===== config.mk =====
export PLATFORM = sky130hd
export DESIGN_NAME = dhcp_payload_field_extractor_flat
export DESIGN_NICKNAME = d
export VERILOG_FILES = /design/src/rtl/dpfe_pkg.sv /design/src/rtl/dpfe_byte_if.sv /design/src/rtl/dpfe_result_if.sv /design/src/rtl/dpfe_front.sv /design/src/rtl/dpfe_fifo.sv /design/src/rtl/dpfe_back.sv /design/src/rtl/dhcp_payload_field_extractor.sv /design/src/flat_wrapper.sv
export SDC_FILE = /design/constraint.sdc
export NUM_CORES = 2
export LEC_CHECK = 0
export ABC_AREA = 1
export ABC_CLOCK_PERIOD_IN_PS = 17000
export BUFFER_PORTS_ARGS = -buffer_cell sky130_fd_sc_hd__buf_4
export CAP_MARGIN = 15
export CORE_ASPECT_RATIO = 1.25
export CORE_MARGIN = 2
export CORE_UTILIZATION = 64
export DETAILED_ROUTE_END_ITERATION = 10
export GPL_TIMING_DRIVEN = 0
export PLACE_DENSITY_LB_ADDON = 0.08
export SLEW_MARGIN = 20
export SYNTH_ARGS = -nofsm -noshare
export SYNTH_HDL_FRONTEND = slang
export SYNTH_HIERARCHICAL = 1
export SYNTH_SLANG_ARGS = --single-unit

===== constraint.sdc =====
create_clock -name clk -period 17 [get_ports clk]
set_input_delay 3.4 -clock clk [delete_from_list [all_inputs] [get_ports clk]]
set_output_delay 3.4 -clock clk [all_outputs]
set_load 0.01 [all_outputs]

===== src/rtl/dpfe_pkg.sv =====
package dpfe_pkg;

	localparam int HOSTNAME_MAX_DEF = 63;
	localparam int HN_CNT_W = 6;

	localparam logic [15:0] SERVER_PORT_RST = 16'd67;
	localparam logic [15:0] CLIENT_PORT_RST = 16'd68;

	localparam logic CFG_SERVER_PORT = 1'b0;
	localparam logic CFG_CLIENT_PORT = 1'b1;

	localparam logic [31:0] MAGIC_COOKIE = 32'h6382_5363;

	localparam logic [7:0] POS_CIADDR_LO = 8'd12;
	localparam logic [7:0] POS_CIADDR_HI = 8'd15;
	localparam logic [7:0] POS_YIADDR_LO = 8'd16;
	localparam logic [7:0] POS_YIADDR_HI = 8'd19;
	localparam logic [7:0] POS_CHADDR_LO = 8'd28;
	localparam logic [7:0] POS_CHADDR_HI = 8'd33;
	localparam logic [7:0] POS_COOKIE_LO = 8'd236;
	localparam logic [7:0] POS_COOKIE_HI = 8'd239;
	localparam logic [7:0] POS_SAT = 8'd240;

	localparam logic [7:0] OPT_PAD = 8'd0;
	localparam logic [7:0] OPT_HOSTNAME = 8'd12;
	localparam logic [7:0] OPT_REQ_IP = 8'd50;
	localparam logic [7:0] OPT_MSG_TYPE = 8'd53;
	localparam logic [7:0] OPT_END = 8'd255;

	localparam logic [2:0] ST_OK = 3'd0;
	localparam logic [2:0] ST_BAD_PORTS = 3'd1;
	localparam logic [2:0] ST_TOO_SHORT = 3'd2;
	localparam logic [2:0] ST_BAD_COOKIE = 3'd3;
	localparam logic [2:0] ST_TRUNC_OPT = 3'd4;
	localparam logic [2:0] ST_ZERO_MAC = 3'd5;

	typedef struct packed {
		logic [2:0]          status;
		logic [47:0]         mac_address;
		logic [31:0]         ip_address;
		logic                ip_present;
		logic [7:0]          msg_type;
		logic                msg_type_present;
		logic                hostname_present;
		logic [7:0]          hostname_length;
		logic                hostname_truncated;
		logic [HN_CNT_W-1:0] hn_count;
		logic                bank;
	} summary_t;

	typedef struct packed {
		logic       en;
		logic       bank;
		logic [7:0] idx;
		logic [7:0] data;
	} hn_wr_t;

endpackage


===== src/rtl/dpfe_byte_if.sv =====
interface dpfe_byte_if;
	logic        valid;
	logic        ready;
	logic [7:0]  data_byte;
	logic        last_byte;
	logic [15:0] src_port;
	logic [15:0] dest_port;

	modport source(output valid, data_byte, last_byte, src_port, dest_port, input ready);
	modport sink(input valid, data_byte, last_byte, src_port, dest_port, output ready);
endinterface


===== src/rtl/dpfe_result_if.sv =====
interface dpfe_result_if;
	logic        valid;
	logic        ready;
	logic [2:0]  status;
	logic [47:0] mac_address;
	logic [31:0] ip_address;
	logic        ip_present;
	logic [7:0]  msg_type;
	logic        msg_type_present;
	logic        hostname_present;
	logic [7:0]  hostname_length;
	logic        hostname_truncated;
	logic [7:0]  hostname_char;
	logic        is_summary;
	logic        last_of_run;

	modport source(output valid, status, mac_address, ip_address, ip_present, msg_type,
		msg_type_present, hostname_present, hostname_length, hostname_truncated,
		hostname_char, is_summary, last_of_run, input ready);
	modport sink(input valid, status, mac_address, ip_address, ip_present, msg_type,
		msg_type_present, hostname_present, hostname_length, hostname_truncated,
		hostname_char, is_summary, last_of_run, output ready);
endinterface


===== src/rtl/dpfe_front.sv =====
module dpfe_front #(
	parameter int HOSTNAME_MAX = dpfe_pkg::HOSTNAME_MAX_DEF
) (
	input  logic               clk,
	input  logic               arst_n,
	input  logic               cfg_we,
	input  logic               cfg_index,
	input  logic [15:0]        cfg_data,
	dpfe_byte_if.sink          byte_ch,
	input  logic               q_not_full,
	output logic               push,
	output dpfe_pkg::summary_t push_data,
	output dpfe_pkg::hn_wr_t   hn_wr
);

	localparam logic [2:0] PH_HDR  = 3'd0;
	localparam logic [2:0] PH_CODE = 3'd1;
	localparam logic [2:0] PH_LEN  = 3'd2;
	localparam logic [2:0] PH_DATA = 3'd3;
	localparam logic [2:0] PH_DONE = 3'd4;
	localparam logic [2:0] PH_SKIP = 3'd5;

	localparam logic [7:0] HN_MAX8 = 8'(HOSTNAME_MAX);

	logic [15:0] srv_port_q, cli_port_q;
	logic [7:0]  pos_q;
	logic [2:0]  phase_q, phase_d, phase_cur;
	logic [7:0]  code_q, code_d, len_q, len_d, idx_q, idx_d;
	logic [31:0] shift_q, shift_d;
	logic [47:0] mac_q, mac_d;
	logic [31:0] yip_q, yip_d, cip_q, cip_d, rip_q, rip_d;
	logic        rip_ok_q, rip_ok_d;
	logic [7:0]  mt_q, mt_d;
	logic        mt_ok_q, mt_ok_d;
	logic        hn_seen_q, hn_seen_d;
	logic [7:0]  hn_len_q, hn_len_d;
	logic        hn_cut_q, hn_cut_d;
	logic [2:0]  status_q, status_d, status_fin;
	logic        bank_q;
	logic        acc;
	logic [7:0]  b;
	logic        last;
	logic        ports_ok;
	logic [7:0]  hn_n;

	assign byte_ch.ready = q_not_full;
	assign acc = byte_ch.valid && q_not_full;
	assign b = byte_ch.data_byte;
	assign last = byte_ch.last_byte;
	assign ports_ok = (byte_ch.src_port == srv_port_q || byte_ch.src_port == cli_port_q)
		&& (byte_ch.dest_port == srv_port_q || byte_ch.dest_port == cli_port_q);

	always_comb begin
		phase_d = phase_q;
		code_d = code_q;
		len_d = len_q;
		idx_d = idx_q;
		shift_d = shift_q;
		mac_d = mac_q;
		yip_d = yip_q;
		cip_d = cip_q;
		rip_d = rip_q;
		rip_ok_d = rip_ok_q;
		mt_d = mt_q;
		mt_ok_d = mt_ok_q;
		hn_seen_d = hn_seen_q;
		hn_len_d = hn_len_q;
		hn_cut_d = hn_cut_q;
		status_d = status_q;
		hn_wr = '0;
		hn_wr.bank = bank_q;
		hn_wr.idx = idx_q;
		hn_wr.data = b;

		if (pos_q == 8'd0 && !ports_ok) begin
			if (status_d == dpfe_pkg::ST_OK) status_d = dpfe_pkg::ST_BAD_PORTS;
			phase_d = PH_SKIP;
		end
		phase_cur = phase_d;

		unique case (phase_cur)
			PH_HDR: begin
				if (pos_q >= dpfe_pkg::POS_CIADDR_LO && pos_q <= dpfe_pkg::POS_CIADDR_HI)
					cip_d = {cip_q[23:0], b};
				else if (pos_q >= dpfe_pkg::POS_YIADDR_LO && pos_q <= dpfe_pkg::POS_YIADDR_HI)
					yip_d = {yip_q[23:0], b};
				else if (pos_q >= dpfe_pkg::POS_CHADDR_LO && pos_q <= dpfe_pkg::POS_CHADDR_HI)
					mac_d = {mac_q[39:0], b};
				else if (pos_q >= dpfe_pkg::POS_COOKIE_LO && pos_q <= dpfe_pkg::POS_COOKIE_HI)
					shift_d = {shift_q[23:0], b};
				if (pos_q == dpfe_pkg::POS_COOKIE_HI) begin
					if (shift_d != dpfe_pkg::MAGIC_COOKIE) begin
						if (status_d == dpfe_pkg::ST_OK) status_d = dpfe_pkg::ST_BAD_COOKIE;
						phase_d = PH_SKIP;
					end else begin
						phase_d = PH_CODE;
					end
				end else if (last) begin
					if (status_d == dpfe_pkg::ST_OK) status_d = dpfe_pkg::ST_TOO_SHORT;
					phase_d = PH_SKIP;
				end
			end
			PH_CODE: begin
				if (b == dpfe_pkg::OPT_END) begin
					phase_d = PH_DONE;
				end else if (b != dpfe_pkg::OPT_PAD) begin
					code_d = b;
					phase_d = PH_LEN;
					if (last) begin
						if (status_d == dpfe_pkg::ST_OK) status_d = dpfe_pkg::ST_TRUNC_OPT;
						phase_d = PH_SKIP;
					end
				end
			end
			PH_LEN: begin
				len_d = b;
				idx_d = 8'd0;
				shift_d = 32'd0;
				if (code_q == dpfe_pkg::OPT_HOSTNAME) begin
					hn_seen_d = 1'b1;
					hn_len_d = b;
					hn_cut_d = b > HN_MAX8;
				end
				if (b == 8'd0) begin
					phase_d = PH_CODE;
				end else begin
					phase_d = PH_DATA;
					if (last) begin
						if (status_d == dpfe_pkg::ST_OK) status_d = dpfe_pkg::ST_TRUNC_OPT;
						phase_d = PH_SKIP;
					end
				end
			end
			PH_DATA: begin
				hn_wr.en = acc && code_q == dpfe_pkg::OPT_HOSTNAME && idx_q < HN_MAX8;
				shift_d = {shift_q[23:0], b};
				idx_d = idx_q + 8'd1;
				if (idx_d == len_q) begin
					if (code_q == dpfe_pkg::OPT_REQ_IP && len_q == 8'd4 && !rip_ok_q) begin
						rip_d = shift_d;
						rip_ok_d = 1'b1;
					end else if (code_q == dpfe_pkg::OPT_MSG_TYPE && len_q == 8'd1) begin
						mt_d = b;
						mt_ok_d = 1'b1;
					end
					phase_d = PH_CODE;
				end else if (last) begin
					if (status_d == dpfe_pkg::ST_OK) status_d = dpfe_pkg::ST_TRUNC_OPT;
					phase_d = PH_SKIP;
				end
			end
			default: begin
			end
		endcase

		status_fin = (status_d == dpfe_pkg::ST_OK && mac_d == 48'd0) ?
			dpfe_pkg::ST_ZERO_MAC : status_d;
		hn_n = (hn_len_d < HN_MAX8) ? hn_len_d : HN_MAX8;

		push_data = '0;
		push_data.status = status_fin;
		push_data.bank = bank_q;
		if (status_fin == dpfe_pkg::ST_OK) begin
			push_data.mac_address = mac_d;
			if (yip_d != 32'd0) begin
				push_data.ip_address = yip_d;
				push_data.ip_present = 1'b1;
			end else if (cip_d != 32'd0) begin
				push_data.ip_address = cip_d;
				push_data.ip_present = 1'b1;
			end else if (rip_ok_d) begin
				push_data.ip_address = rip_d;
				push_data.ip_present = 1'b1;
			end
			push_data.msg_type = mt_d;
			push_data.msg_type_present = mt_ok_d;
			push_data.hostname_present = hn_seen_d;
			push_data.hostname_length = hn_len_d;
			push_data.hostname_truncated = hn_cut_d;
			push_data.hn_count = hn_seen_d ? dpfe_pkg::HN_CNT_W'(hn_n) : '0;
		end
	end

	assign push = acc && last;

	always_ff @(posedge clk or negedge arst_n) begin
		if (!arst_n) begin
			srv_port_q <= dpfe_pkg::SERVER_PORT_RST;
			cli_port_q <= dpfe_pkg::CLIENT_PORT_RST;
		end else if (cfg_we) begin
			unique case (cfg_index)
				dpfe_pkg::CFG_SERVER_PORT: srv_port_q <= cfg_data;
				dpfe_pkg::CFG_CLIENT_PORT: cli_port_q <= cfg_data;
				default: begin
				end
			endcase
		end
	end

	always_ff @(posedge clk or negedge arst_n) begin
		if (!arst_n) begin
			pos_q <= '0;
			phase_q <= PH_HDR;
			code_q <= '0;
			len_q <= '0;
			idx_q <= '0;
			shift_q <= '0;
			mac_q <= '0;
			yip_q <= '0;
			cip_q <= '0;
			rip_q <= '0;
			rip_ok_q <= 1'b0;
			mt_q <= '0;
			mt_ok_q <= 1'b0;
			hn_seen_q <= 1'b0;
			hn_len_q <= '0;
			hn_cut_q <= 1'b0;
			status_q <= dpfe_pkg::ST_OK;
			bank_q <= 1'b0;
		end else if (acc && last) begin
			pos_q <= '0;
			phase_q <= PH_HDR;
			code_q <= '0;
			len_q <= '0;
			idx_q <= '0;
			shift_q <= '0;
			mac_q <= '0;
			yip_q <= '0;
			cip_q <= '0;
			rip_q <= '0;
			rip_ok_q <= 1'b0;
			mt_q <= '0;
			mt_ok_q <= 1'b0;
			hn_seen_q <= 1'b0;
			hn_len_q <= '0;
			hn_cut_q <= 1'b0;
			status_q <= dpfe_pkg::ST_OK;
			bank_q <= !bank_q;
		end else if (acc) begin
			pos_q <= (pos_q == dpfe_pkg::POS_SAT) ? pos_q : pos_q + 8'd1;
			phase_q <= phase_d;
			code_q <= code_d;
			len_q <= len_d;
			idx_q <= idx_d;
			shift_q <= shift_d;
			mac_q <= mac_d;
			yip_q <= yip_d;
			cip_q <= cip_d;
			rip_q <= rip_d;
			rip_ok_q <= rip_ok_d;
			mt_q <= mt_d;
			mt_ok_q <= mt_ok_d;
			hn_seen_q <= hn_seen_d;
			hn_len_q <= hn_len_d;
			hn_cut_q <= hn_cut_d;
			status_q <= status_d;
		end
	end

endmodule


===== src/rtl/dpfe_fifo.sv =====
module dpfe_fifo (
	input  logic               clk,
	input  logic               arst_n,
	input  logic               push,
	input  dpfe_pkg::summary_t push_data,
	input  logic               pop,
	output dpfe_pkg::summary_t head,
	output logic               not_empty,
	output logic               not_full
);

	dpfe_pkg::summary_t entry_q [2];
	logic               wr_ptr_q, rd_ptr_q;
	logic [1:0]         count_q;

	assign head = entry_q[rd_ptr_q];
	assign not_empty = count_q != 2'd0;
	assign not_full = count_q != 2'd2;

	always_ff @(posedge clk) begin
		if (push) entry_q[wr_ptr_q] <= push_data;
	end

	always_ff @(posedge clk or negedge arst_n) begin
		if (!arst_n) begin
			wr_ptr_q <= 1'b0;
			rd_ptr_q <= 1'b0;
			count_q <= 2'd0;
		end else begin
			if (push) wr_ptr_q <= !wr_ptr_q;
			if (pop) rd_ptr_q <= !rd_ptr_q;
			if (push && !pop) count_q <= count_q + 2'd1;
			else if (pop && !push) count_q <= count_q - 2'd1;
		end
	end

endmodule


===== src/rtl/dpfe_back.sv =====
module dpfe_back #(
	parameter int HOSTNAME_MAX = dpfe_pkg::HOSTNAME_MAX_DEF
) (
	input  logic               clk,
	input  logic               arst_n,
	input  dpfe_pkg::hn_wr_t   hn_wr,
	input  dpfe_pkg::summary_t head,
	input  logic               not_empty,
	output logic               pop,
	dpfe_result_if.source      result_ch
);

	localparam int DEPTH = 2 * HOSTNAME_MAX;
	localparam int ADDR_W = (DEPTH > 1) ? $clog2(DEPTH) : 1;

	logic [7:0]                   hn_mem [DEPTH];
	logic [dpfe_pkg::HN_CNT_W-1:0] res_idx_q, rd_idx;
	logic [ADDR_W-1:0]            wr_addr, rd_addr;
	logic [7:0]                   rd_q;
	logic                         load, last_res;
	logic                         valid_q;
	dpfe_pkg::summary_t           sum_s1;
	logic                         is_sum_s1, last_s1;

	assign wr_addr = ADDR_W'(hn_wr.idx) + (hn_wr.bank ? ADDR_W'(HOSTNAME_MAX) : ADDR_W'(0));
	assign rd_idx = res_idx_q - 1'b1;
	assign rd_addr = ADDR_W'(rd_idx) + (head.bank ? ADDR_W'(HOSTNAME_MAX) : ADDR_W'(0));

	assign load = not_empty && (!valid_q || result_ch.ready);
	assign last_res = res_idx_q == head.hn_count;
	assign pop = load && last_res;

	always_ff @(posedge clk) begin
		if (hn_wr.en) hn_mem[wr_addr] <= hn_wr.data;
		if (load && res_idx_q != '0) rd_q <= hn_mem[rd_addr];
	end

	always_ff @(posedge clk) begin
		if (load) begin
			if (res_idx_q == '0) sum_s1 <= head;
			else sum_s1 <= '0;
			is_sum_s1 <= res_idx_q == '0;
			last_s1 <= last_res;
		end
	end

	always_ff @(posedge clk or negedge arst_n) begin
		if (!arst_n) begin
			valid_q <= 1'b0;
			res_idx_q <= '0;
		end else begin
			if (load) valid_q <= 1'b1;
			else if (result_ch.ready) valid_q <= 1'b0;
			if (load) res_idx_q <= last_res ? '0 : res_idx_q + 1'b1;
		end
	end

	assign result_ch.valid = valid_q;
	assign result_ch.status = sum_s1.status;
	assign result_ch.mac_address = sum_s1.mac_address;
	assign result_ch.ip_address = sum_s1.ip_address;
	assign result_ch.ip_present = sum_s1.ip_present;
	assign result_ch.msg_type = sum_s1.msg_type;
	assign result_ch.msg_type_present = sum_s1.msg_type_present;
	assign result_ch.hostname_present = sum_s1.hostname_present;
	assign result_ch.hostname_length = sum_s1.hostname_length;
	assign result_ch.hostname_truncated = sum_s1.hostname_truncated;
	assign result_ch.hostname_char = is_sum_s1 ? 8'd0 : rd_q;
	assign result_ch.is_summary = is_sum_s1;
	assign result_ch.last_of_run = last_s1;

endmodule


===== src/rtl/dhcp_payload_field_extractor.sv =====
// DHCP payload parser. Takes one payload byte per cycle while the summary queue is not full
// (ports with the first byte) and, on the last byte, queues one summary: status, client MAC,
// chosen IP address, message type and hostname details. The summary goes out first, followed
// by one result per stored hostname byte when the status is good. The result side drains one
// result per cycle while the receiver is ready. Hostname bytes sit in a two-bank store, one
// bank per packet, so the next packet is parsed while the previous one drains; a two-entry
// summary queue stalls input only when two finished packets still wait for their results to
// be taken.
module dhcp_payload_field_extractor #(
	parameter int HOSTNAME_MAX = dpfe_pkg::HOSTNAME_MAX_DEF
) (
	input  logic          clk,
	input  logic          arst_n,
	input  logic          cfg_we,
	input  logic          cfg_index,
	input  logic [15:0]   cfg_data,
	dpfe_byte_if.sink     byte_ch,
	dpfe_result_if.source result_ch
);

	logic               push, pop, not_empty, not_full;
	dpfe_pkg::summary_t push_data, head;
	dpfe_pkg::hn_wr_t   hn_wr;

	dpfe_front #(.HOSTNAME_MAX(HOSTNAME_MAX)) u_front (
		.clk        (clk),
		.arst_n     (arst_n),
		.cfg_we     (cfg_we),
		.cfg_index  (cfg_index),
		.cfg_data   (cfg_data),
		.byte_ch    (byte_ch),
		.q_not_full (not_full),
		.push       (push),
		.push_data  (push_data),
		.hn_wr      (hn_wr)
	);

	dpfe_fifo u_fifo (
		.clk       (clk),
		.arst_n    (arst_n),
		.push      (push),
		.push_data (push_data),
		.pop       (pop),
		.head      (head),
		.not_empty (not_empty),
		.not_full  (not_full)
	);

	dpfe_back #(.HOSTNAME_MAX(HOSTNAME_MAX)) u_back (
		.clk       (clk),
		.arst_n    (arst_n),
		.hn_wr     (hn_wr),
		.head      (head),
		.not_empty (not_empty),
		.pop       (pop),
		.result_ch (result_ch)
	);

endmodule

===== src/flat_wrapper.sv =====
// flat-port wrapper written by rule: the top's interface ports become plain ports
module dhcp_payload_field_extractor_flat 
#(
	parameter int HOSTNAME_MAX = dpfe_pkg::HOSTNAME_MAX_DEF
)
  (clk, arst_n, cfg_we, cfg_index, cfg_data, byte_ch_valid, byte_ch_data_byte, byte_ch_last_byte, byte_ch_src_port, byte_ch_dest_port, byte_ch_ready, result_ch_valid, result_ch_status, result_ch_mac_address, result_ch_ip_address, result_ch_ip_present, result_ch_msg_type, result_ch_msg_type_present, result_ch_hostname_present, result_ch_hostname_length, result_ch_hostname_truncated, result_ch_hostname_char, result_ch_is_summary, result_ch_last_of_run, result_ch_ready);
  dpfe_byte_if byte_ch_i ();
  dpfe_result_if result_ch_i ();
  input  logic clk;
  input  logic arst_n;
  input  logic cfg_we;
  input  logic cfg_index;
  input  logic [15:0] cfg_data;
  input wire logic [$bits(byte_ch_i.valid)-1:0] byte_ch_valid;
  input wire logic [$bits(byte_ch_i.data_byte)-1:0] byte_ch_data_byte;
  input wire logic [$bits(byte_ch_i.last_byte)-1:0] byte_ch_last_byte;
  input wire logic [$bits(byte_ch_i.src_port)-1:0] byte_ch_src_port;
  input wire logic [$bits(byte_ch_i.dest_port)-1:0] byte_ch_dest_port;
  output wire logic [$bits(byte_ch_i.ready)-1:0] byte_ch_ready;
  output wire logic [$bits(result_ch_i.valid)-1:0] result_ch_valid;
  output wire logic [$bits(result_ch_i.status)-1:0] result_ch_status;
  output wire logic [$bits(result_ch_i.mac_address)-1:0] result_ch_mac_address;
  output wire logic [$bits(result_ch_i.ip_address)-1:0] result_ch_ip_address;
  output wire logic [$bits(result_ch_i.ip_present)-1:0] result_ch_ip_present;
  output wire logic [$bits(result_ch_i.msg_type)-1:0] result_ch_msg_type;
  output wire logic [$bits(result_ch_i.msg_type_present)-1:0] result_ch_msg_type_present;
  output wire logic [$bits(result_ch_i.hostname_present)-1:0] result_ch_hostname_present;
  output wire logic [$bits(result_ch_i.hostname_length)-1:0] result_ch_hostname_length;
  output wire logic [$bits(result_ch_i.hostname_truncated)-1:0] result_ch_hostname_truncated;
  output wire logic [$bits(result_ch_i.hostname_char)-1:0] result_ch_hostname_char;
  output wire logic [$bits(result_ch_i.is_summary)-1:0] result_ch_is_summary;
  output wire logic [$bits(result_ch_i.last_of_run)-1:0] result_ch_last_of_run;
  input wire logic [$bits(result_ch_i.ready)-1:0] result_ch_ready;
  assign byte_ch_i.valid = byte_ch_valid;
  assign byte_ch_i.data_byte = byte_ch_data_byte;
  assign byte_ch_i.last_byte = byte_ch_last_byte;
  assign byte_ch_i.src_port = byte_ch_src_port;
  assign byte_ch_i.dest_port = byte_ch_dest_port;
  assign byte_ch_ready = byte_ch_i.ready;
  assign result_ch_valid = result_ch_i.valid;
  assign result_ch_status = result_ch_i.status;
  assign result_ch_mac_address = result_ch_i.mac_address;
  assign result_ch_ip_address = result_ch_i.ip_address;
  assign result_ch_ip_present = result_ch_i.ip_present;
  assign result_ch_msg_type = result_ch_i.msg_type;
  assign result_ch_msg_type_present = result_ch_i.msg_type_present;
  assign result_ch_hostname_present = result_ch_i.hostname_present;
  assign result_ch_hostname_length = result_ch_i.hostname_length;
  assign result_ch_hostname_truncated = result_ch_i.hostname_truncated;
  assign result_ch_hostname_char = result_ch_i.hostname_char;
  assign result_ch_is_summary = result_ch_i.is_summary;
  assign result_ch_last_of_run = result_ch_i.last_of_run;
  assign result_ch_i.ready = result_ch_ready;
  dhcp_payload_field_extractor #(.HOSTNAME_MAX(HOSTNAME_MAX)) u_core (.clk(clk), .arst_n(arst_n), .cfg_we(cfg_we), .cfg_index(cfg_index), .cfg_data(cfg_data), .byte_ch(byte_ch_i), .result_ch(result_ch_i));
endmodule

### Word level (Yosys, flattened, before mapping)

Memory sizes are Yosys's and may differ from the RTL's. A register that Yosys moved wholly into a read port is not among the register bits.
Cells that the tools add are included.

* reductions and logical operators: 59
* order comparisons: 11
* multiplexer cells: 120
* add/sub/neg operators: 8
* bitwise operators: 1
* equality and inequality tests: 21

Operators by type and width (count)
* $mux 32: 21
* $mux 48: 6
* $mux 8: 24
* $mux 106: 1
* $mux 33: 3
* $pmux 32 s3: 1
* $mux 3: 28
* $eq 16x16->1: 4
* $reduce_bool 32->1: 2
* $logic_not 48->1: 1
* $ne 32x31->1 const B: 1
* $mux 6: 5
* $mux 1: 26
* $eq 8x8->1 const B: 3
* $pmux 3 s4: 2
* $logic_and 1x1->1: 19
* $add 8x1->8 const B: 2
* $eq 8x6->1 const B: 2
* $ge 8x5->1 const B: 2
* $logic_not 8->1: 2
* $lt 8x6->1 const B: 2
* $pmux 8 s2: 1
* $logic_not 3->1: 5
* $reduce_bool 2->1: 7
* other kinds (32): 50

* register bits: 383
* memories kept: 2
* word-level logic and storage cells: 258
* bits in writable memories: 1228

Memories
* u_core.u_back.hn_mem: words 126, width 8, rd ports 1, clocked after Yosys merged registers in 1, wr ports 1, RTL line dpfe_back.sv:16 `logic [7:0] hn_mem [DEPTH];`
* u_core.u_fifo.entry_q: words 2, width 110, rd ports 1, clocked after Yosys merged registers in 0, wr ports 1, RTL line dpfe_fifo.sv:12 `dpfe_pkg::summary_t entry_q [2];`

### Depth between registers and ports, before layout

* depth in word-level cells: 17
* depth in mapped cells: 25
* depth with buffers taken out: 22

### Hierarchy

Netlist, hierarchy kept.

Modules (own cells, without submodules)
* dpfe_back: area each 48729.2 µm², cells each 4671, seq. area each 33837.5 µm², times used 1
* dpfe_front: area each 18748.0 µm², cells each 2976, seq. area each 6687.7 µm², times used 1
* dpfe_fifo: area each 8174.1 µm², cells each 367, seq. area each 6706.4 µm², times used 1

### Least setup slack after synthesis

OpenSTA, ideal clock, no wires.

* path kind: in2reg
* from: input port byte_ch_last_byte
* to: memory u_core/u_fifo/entry_q[0][0] in the netlist's numbering (enable)
* buffers on the path: 1
* required time: 16.420 ns
* arrival time: 8.785 ns
* path slack: 7.635 ns
* stages: 5
* cell sequence: clkbuf_1 inv_1 nor2_1 inv_1 nor2_1

* cells in the longest elaborated chain, start to end: 3

Ends and longest elaborated chain
* from (decl): RTL line flat_wrapper.sv:16 `input wire logic [$bits(byte_ch_i.last_byte)-1:0] byte_ch_last_byte;`
* $logic_and 1x1->1: RTL line dpfe_front.sv:184 `assign push = acc && last;`
* via u_core.push: RTL line dhcp_payload_field_extractor.sv:21 `logic push, pop, not_empty, not_full;`
* $mux 1: RTL line dpfe_fifo.sv:21 `if (push) entry_q[wr_ptr_q] <= push_data;`
* $mux 1 (not written as such): RTL line dpfe_fifo.sv:21
* to (decl): RTL line dpfe_fifo.sv:12

The timed path passes the listed nets, and every way through them passes these cells.

==> results.yml <==
global_route:
  grt-ovfl-total: 0
  grt_use_total_pct: 38.8
  use_met1_pct: 44.8
  grt_start_max_net_pins: 94
  met2_usage_pct: 64.1
  top_usage_layer: "met2"
  first_global_vias: 56300
  gr-usage-met3_pct: 7.01
  grt_pass1_wl_microns: 344000
  antenna_found_initial: 3
setup_path:
  crit_buf_inv: 5
  cp_max_fo: 10
  arrival_ns: 9.18
  ff2ff_path_depth: 22
  cpPeakStageDelay_ns: 1.10
  cp-end-kind: "flop"
  cp-start-kind: "primary input"
  cp_top_family: "simple AND/OR/NAND/NOR gates"
  startpoint: "byte_ch_src_port[1]"
  path_class: "in -> reg"
  r2r-start: "u_core/u_front/cli_port_q[6]"
  r2r_end: "u_core/u_back/hn_mem[53][6]"
  r2r_slack_ns: 10.37
  crit_chain: "buf_4 > xor2_1 > nor2_1 > nand2_1 > nor2_1 > nand2_1 > nand2_1 > nand2_2 > nand2_4 > nand2_2 > nor2_4 > nand2_1 > clkbuf_1 > nor2_1 > inv_1 > nor4_1 > nand2_1 > inv_1 > nand2_1 > clkbuf_2 > nor2_1"
  cp_slowest_cell: "nor2_1"
  path_common_cell: "nand2_1"
  worst_ep_required_time_ns: 17.41
placed_design:
  gp_congestion: 1.02
  dpl.hpwl_microns: 167000
  port_buffers: 174
sta:
  slew_viol_final: 0
  period_needed_ns: 8.77
  setup_viol: 0
  worst_pin_slew_ns: 1.21
  fin_tns_setup_ns: 0
  fmax_mhz: 114
  period_share_pct: 51.6
  rsz0062_at_grt: "false"
  fin_skew_ns: 0.0282
  hold_violations: 0
  slew_headroom_pct: 19.1
die:
  ios: 178
  die_x_microns: 312
  floorplan.rows: 141
  core_sq_um: 118000
  dieArea_sq_um: 121000
  start_util_pct: 64.3
  fp.dieH_microns: 388
clocking:
  cts_resized: 0
  ctsHoldBuffers: 0
  clockRootBuffer: "clkbuf_16"
  cts.clk_slew.worst_paths_ns: 0.06
  cts.path.max_buffers: 3
  clock_sinks: 1619
  post-cts-setup-buffers: 0
  numCtsBuffers: 154
  tritoncts: "yes"
  insertion_delay_ns: 0.81
  cts_max_level: 4
synth:
  synth_edf_count: 1341
  ys_types: 51
  async_flop_share_pct: 17.2
  synth_warnings: 6
  ys_ff_latch: 1619
  yosysSeqAreaShare_pct: 62.4
  syn_inst: 8014
  syn_area_sq_um: 75700
  yosys_most_used_dff: "edfxtp_1"
  synth_area_per_cell_sq_um: 9.44
  syn_nets: 8100
cells_and_area:
  mostFrequentLayoutCell: "nand2_1"
  layout-drive-gt1-share_pct: 10.7
  area_growth_syn_to_layout_pct: 11.5
  nets: 8447
  fin_util_pct: 71.7
  final_cell_mix: "nand2_1 (2,508), edfxtp_1 (1,341), inv_1 (956), nand3_1 (715), nor2_1 (707)"
worst_hold_path:
  hold_class: "reg -> reg"
  min_from: "u_core/u_front/hn_len_q[1]"
  min_delay_path_depth: 2
  holdPathEnd: "u_core/u_front/hn_len_q[1]"
routing:
  antenna_left: 0
  drt_iter0_markers: 7092
  firstDrtPassIters: 9
  via_per_inst: 5.82
  dr_total_vias: 58500
  drc_errors: 0
  wirelength_microns: 236000
  post_drt_wl_per_cell_microns: 23.4
job:
  cap_violations: 0
outcome:
  status: "finished, final reports clean"
==> final cells by class <==
class,count,area [sq um]
Sequential cell,1619,47200
Fill cell,8618,33300
Multi-Input combinational cell,4952,22400
Clock buffer,201,4170
Inverter,1007,3790
Buffer,436,2270
Tap cell,1573,1970
Timing Repair Buffer,191,1750
Clock inverter,81,748
Antenna cell,6,15.0
==> metrics by stage <==
step / cell area (sq um) / setup WS [ns] / hold WS, ns / cells
6_report: 84400 / 8.23 / 0.488 / 10100
5_1_grt: 84400 / 8.22 / 0.502 / 10100
4_1_cts: 84300 / 8.57 / 0.485 / 10100
3_5_place_dp: 79400 / 7.73 / 0.470 / 9778
3_3_place_gp: 78900 / 4.34 / 0.463 / 9761
2_1_floorplan: 75700 / 7.64 / 0.448 / 8014
==> registers in the layout, indices dropped and copies added, names as in the netlist, 8 cells and up <==
name,cells
u_core/u_back/hn_mem,1008
u_core/u_fifo/entry_q,220
u_core/u_back/result_ch.mac_address,48
u_core/u_front/mac_q,48
u_core/u_back/result_ch.ip_address,32
u_core/u_front/cip_q,32
u_core/u_front/rip_q,32
u_core/u_front/shift_q,32
u_core/u_front/yip_q,32
u_core/u_front/cli_port_q,16
u_core/u_front/srv_port_q,16
u_core/u_back/rd_q,8
u_core/u_back/result_ch.hostname_length,8
u_core/u_back/result_ch.msg_type,8
u_core/u_front/code_q,8
u_core/u_front/hn_len_q,8
u_core/u_front/idx_q,8
u_core/u_front/len_q,8
u_core/u_front/mt_q,8
u_core/u_front/pos_q,8
==> synthesized netlist by cell type (9+ instances only) <==
master       n  area [sq um]
inv_2       46           173
mux2i_1     31           310
edfxtp_1  1341         40300
nor3_1      16          80.1
mux2_2     110          1240
xor2_1      30           263
a21oi_1     27           135
buf_4       38           285
o211ai_1    16           120
o21ai_0    435          2180
ha_1        21           263
o22ai_1    132           826
nor2_1     710          2670
clkbuf_1   162           608
nand2_1   2508          9410
or2_2       36           225
buf_2      200          1000
nand3_1    715          3580
inv_1      958          3600
nand4_1     92           576
buf_6       26           293
o21ai_1     26           130
buf_1        9          33.8
dfrtp_1    273          6830
==> worst reg2reg max path, stage by stage (launching register included) <==
cell      delay, ns
dfstp_2        0.56
inv_2          0.05
nand2_1        0.05
nand2_1        0.05
nor2_1         0.14
nand2_1        0.09
nor2_1         0.11
nand2_1        0.06
nand2_1        0.08
nand2_2        0.14
nand2_4        0.21
nand2_2        0.16
nor2_4         0.28
nand2_1        0.31
clkbuf_1       0.39
nor2_1         0.38
inv_1          0.08
nor4_1         0.38
nand2_1        0.12
inv_1          0.12
nand2_1        0.67
clkbuf_2       0.73
nor2_1         1.10
==> cell families after synthesis <==
logic type	Yosys count	share of synthesized area, %
simple gates	4101	22.1
flops	1619	62.4
buf+inv	1443	7.94
compound gates	649	4.62
mux	141	2.05
xor+xnor	38	0.440
fa+ha+maj	23	0.400
==> worst max-delay path by stage <==
| stage | endpoint | depth (start not counted) |
|---|---|---|
| 2_1_floorplan | u_core/u_fifo/entry_q[0][0] | 5 |
| 4_1_cts | u_core/u_back/hn_mem[53][6] | 21 |
| 5_1_grt | u_core/u_back/hn_mem[52][7] | 23 |
| 3_3_place_gp | u_core/u_fifo/entry_q[0][30] | 5 |
| 6_report | u_core/u_back/hn_mem[53][6] | 21 |
| 3_5_place_dp | u_core/u_back/hn_mem[53][1] | 21 |
==> metal layers <==
layer | up-vias | share of wire (%)
met1 | 27400 | 34
met3 | 895 | 8.9
met5 | - | 0
met4 | 0 | 8.9
li1 | 26900 | -
met2 | 3356 | 48
Power is not shown: default switching activity piles up to over one toggle a cycle in this logic, so the estimate is an artifact.
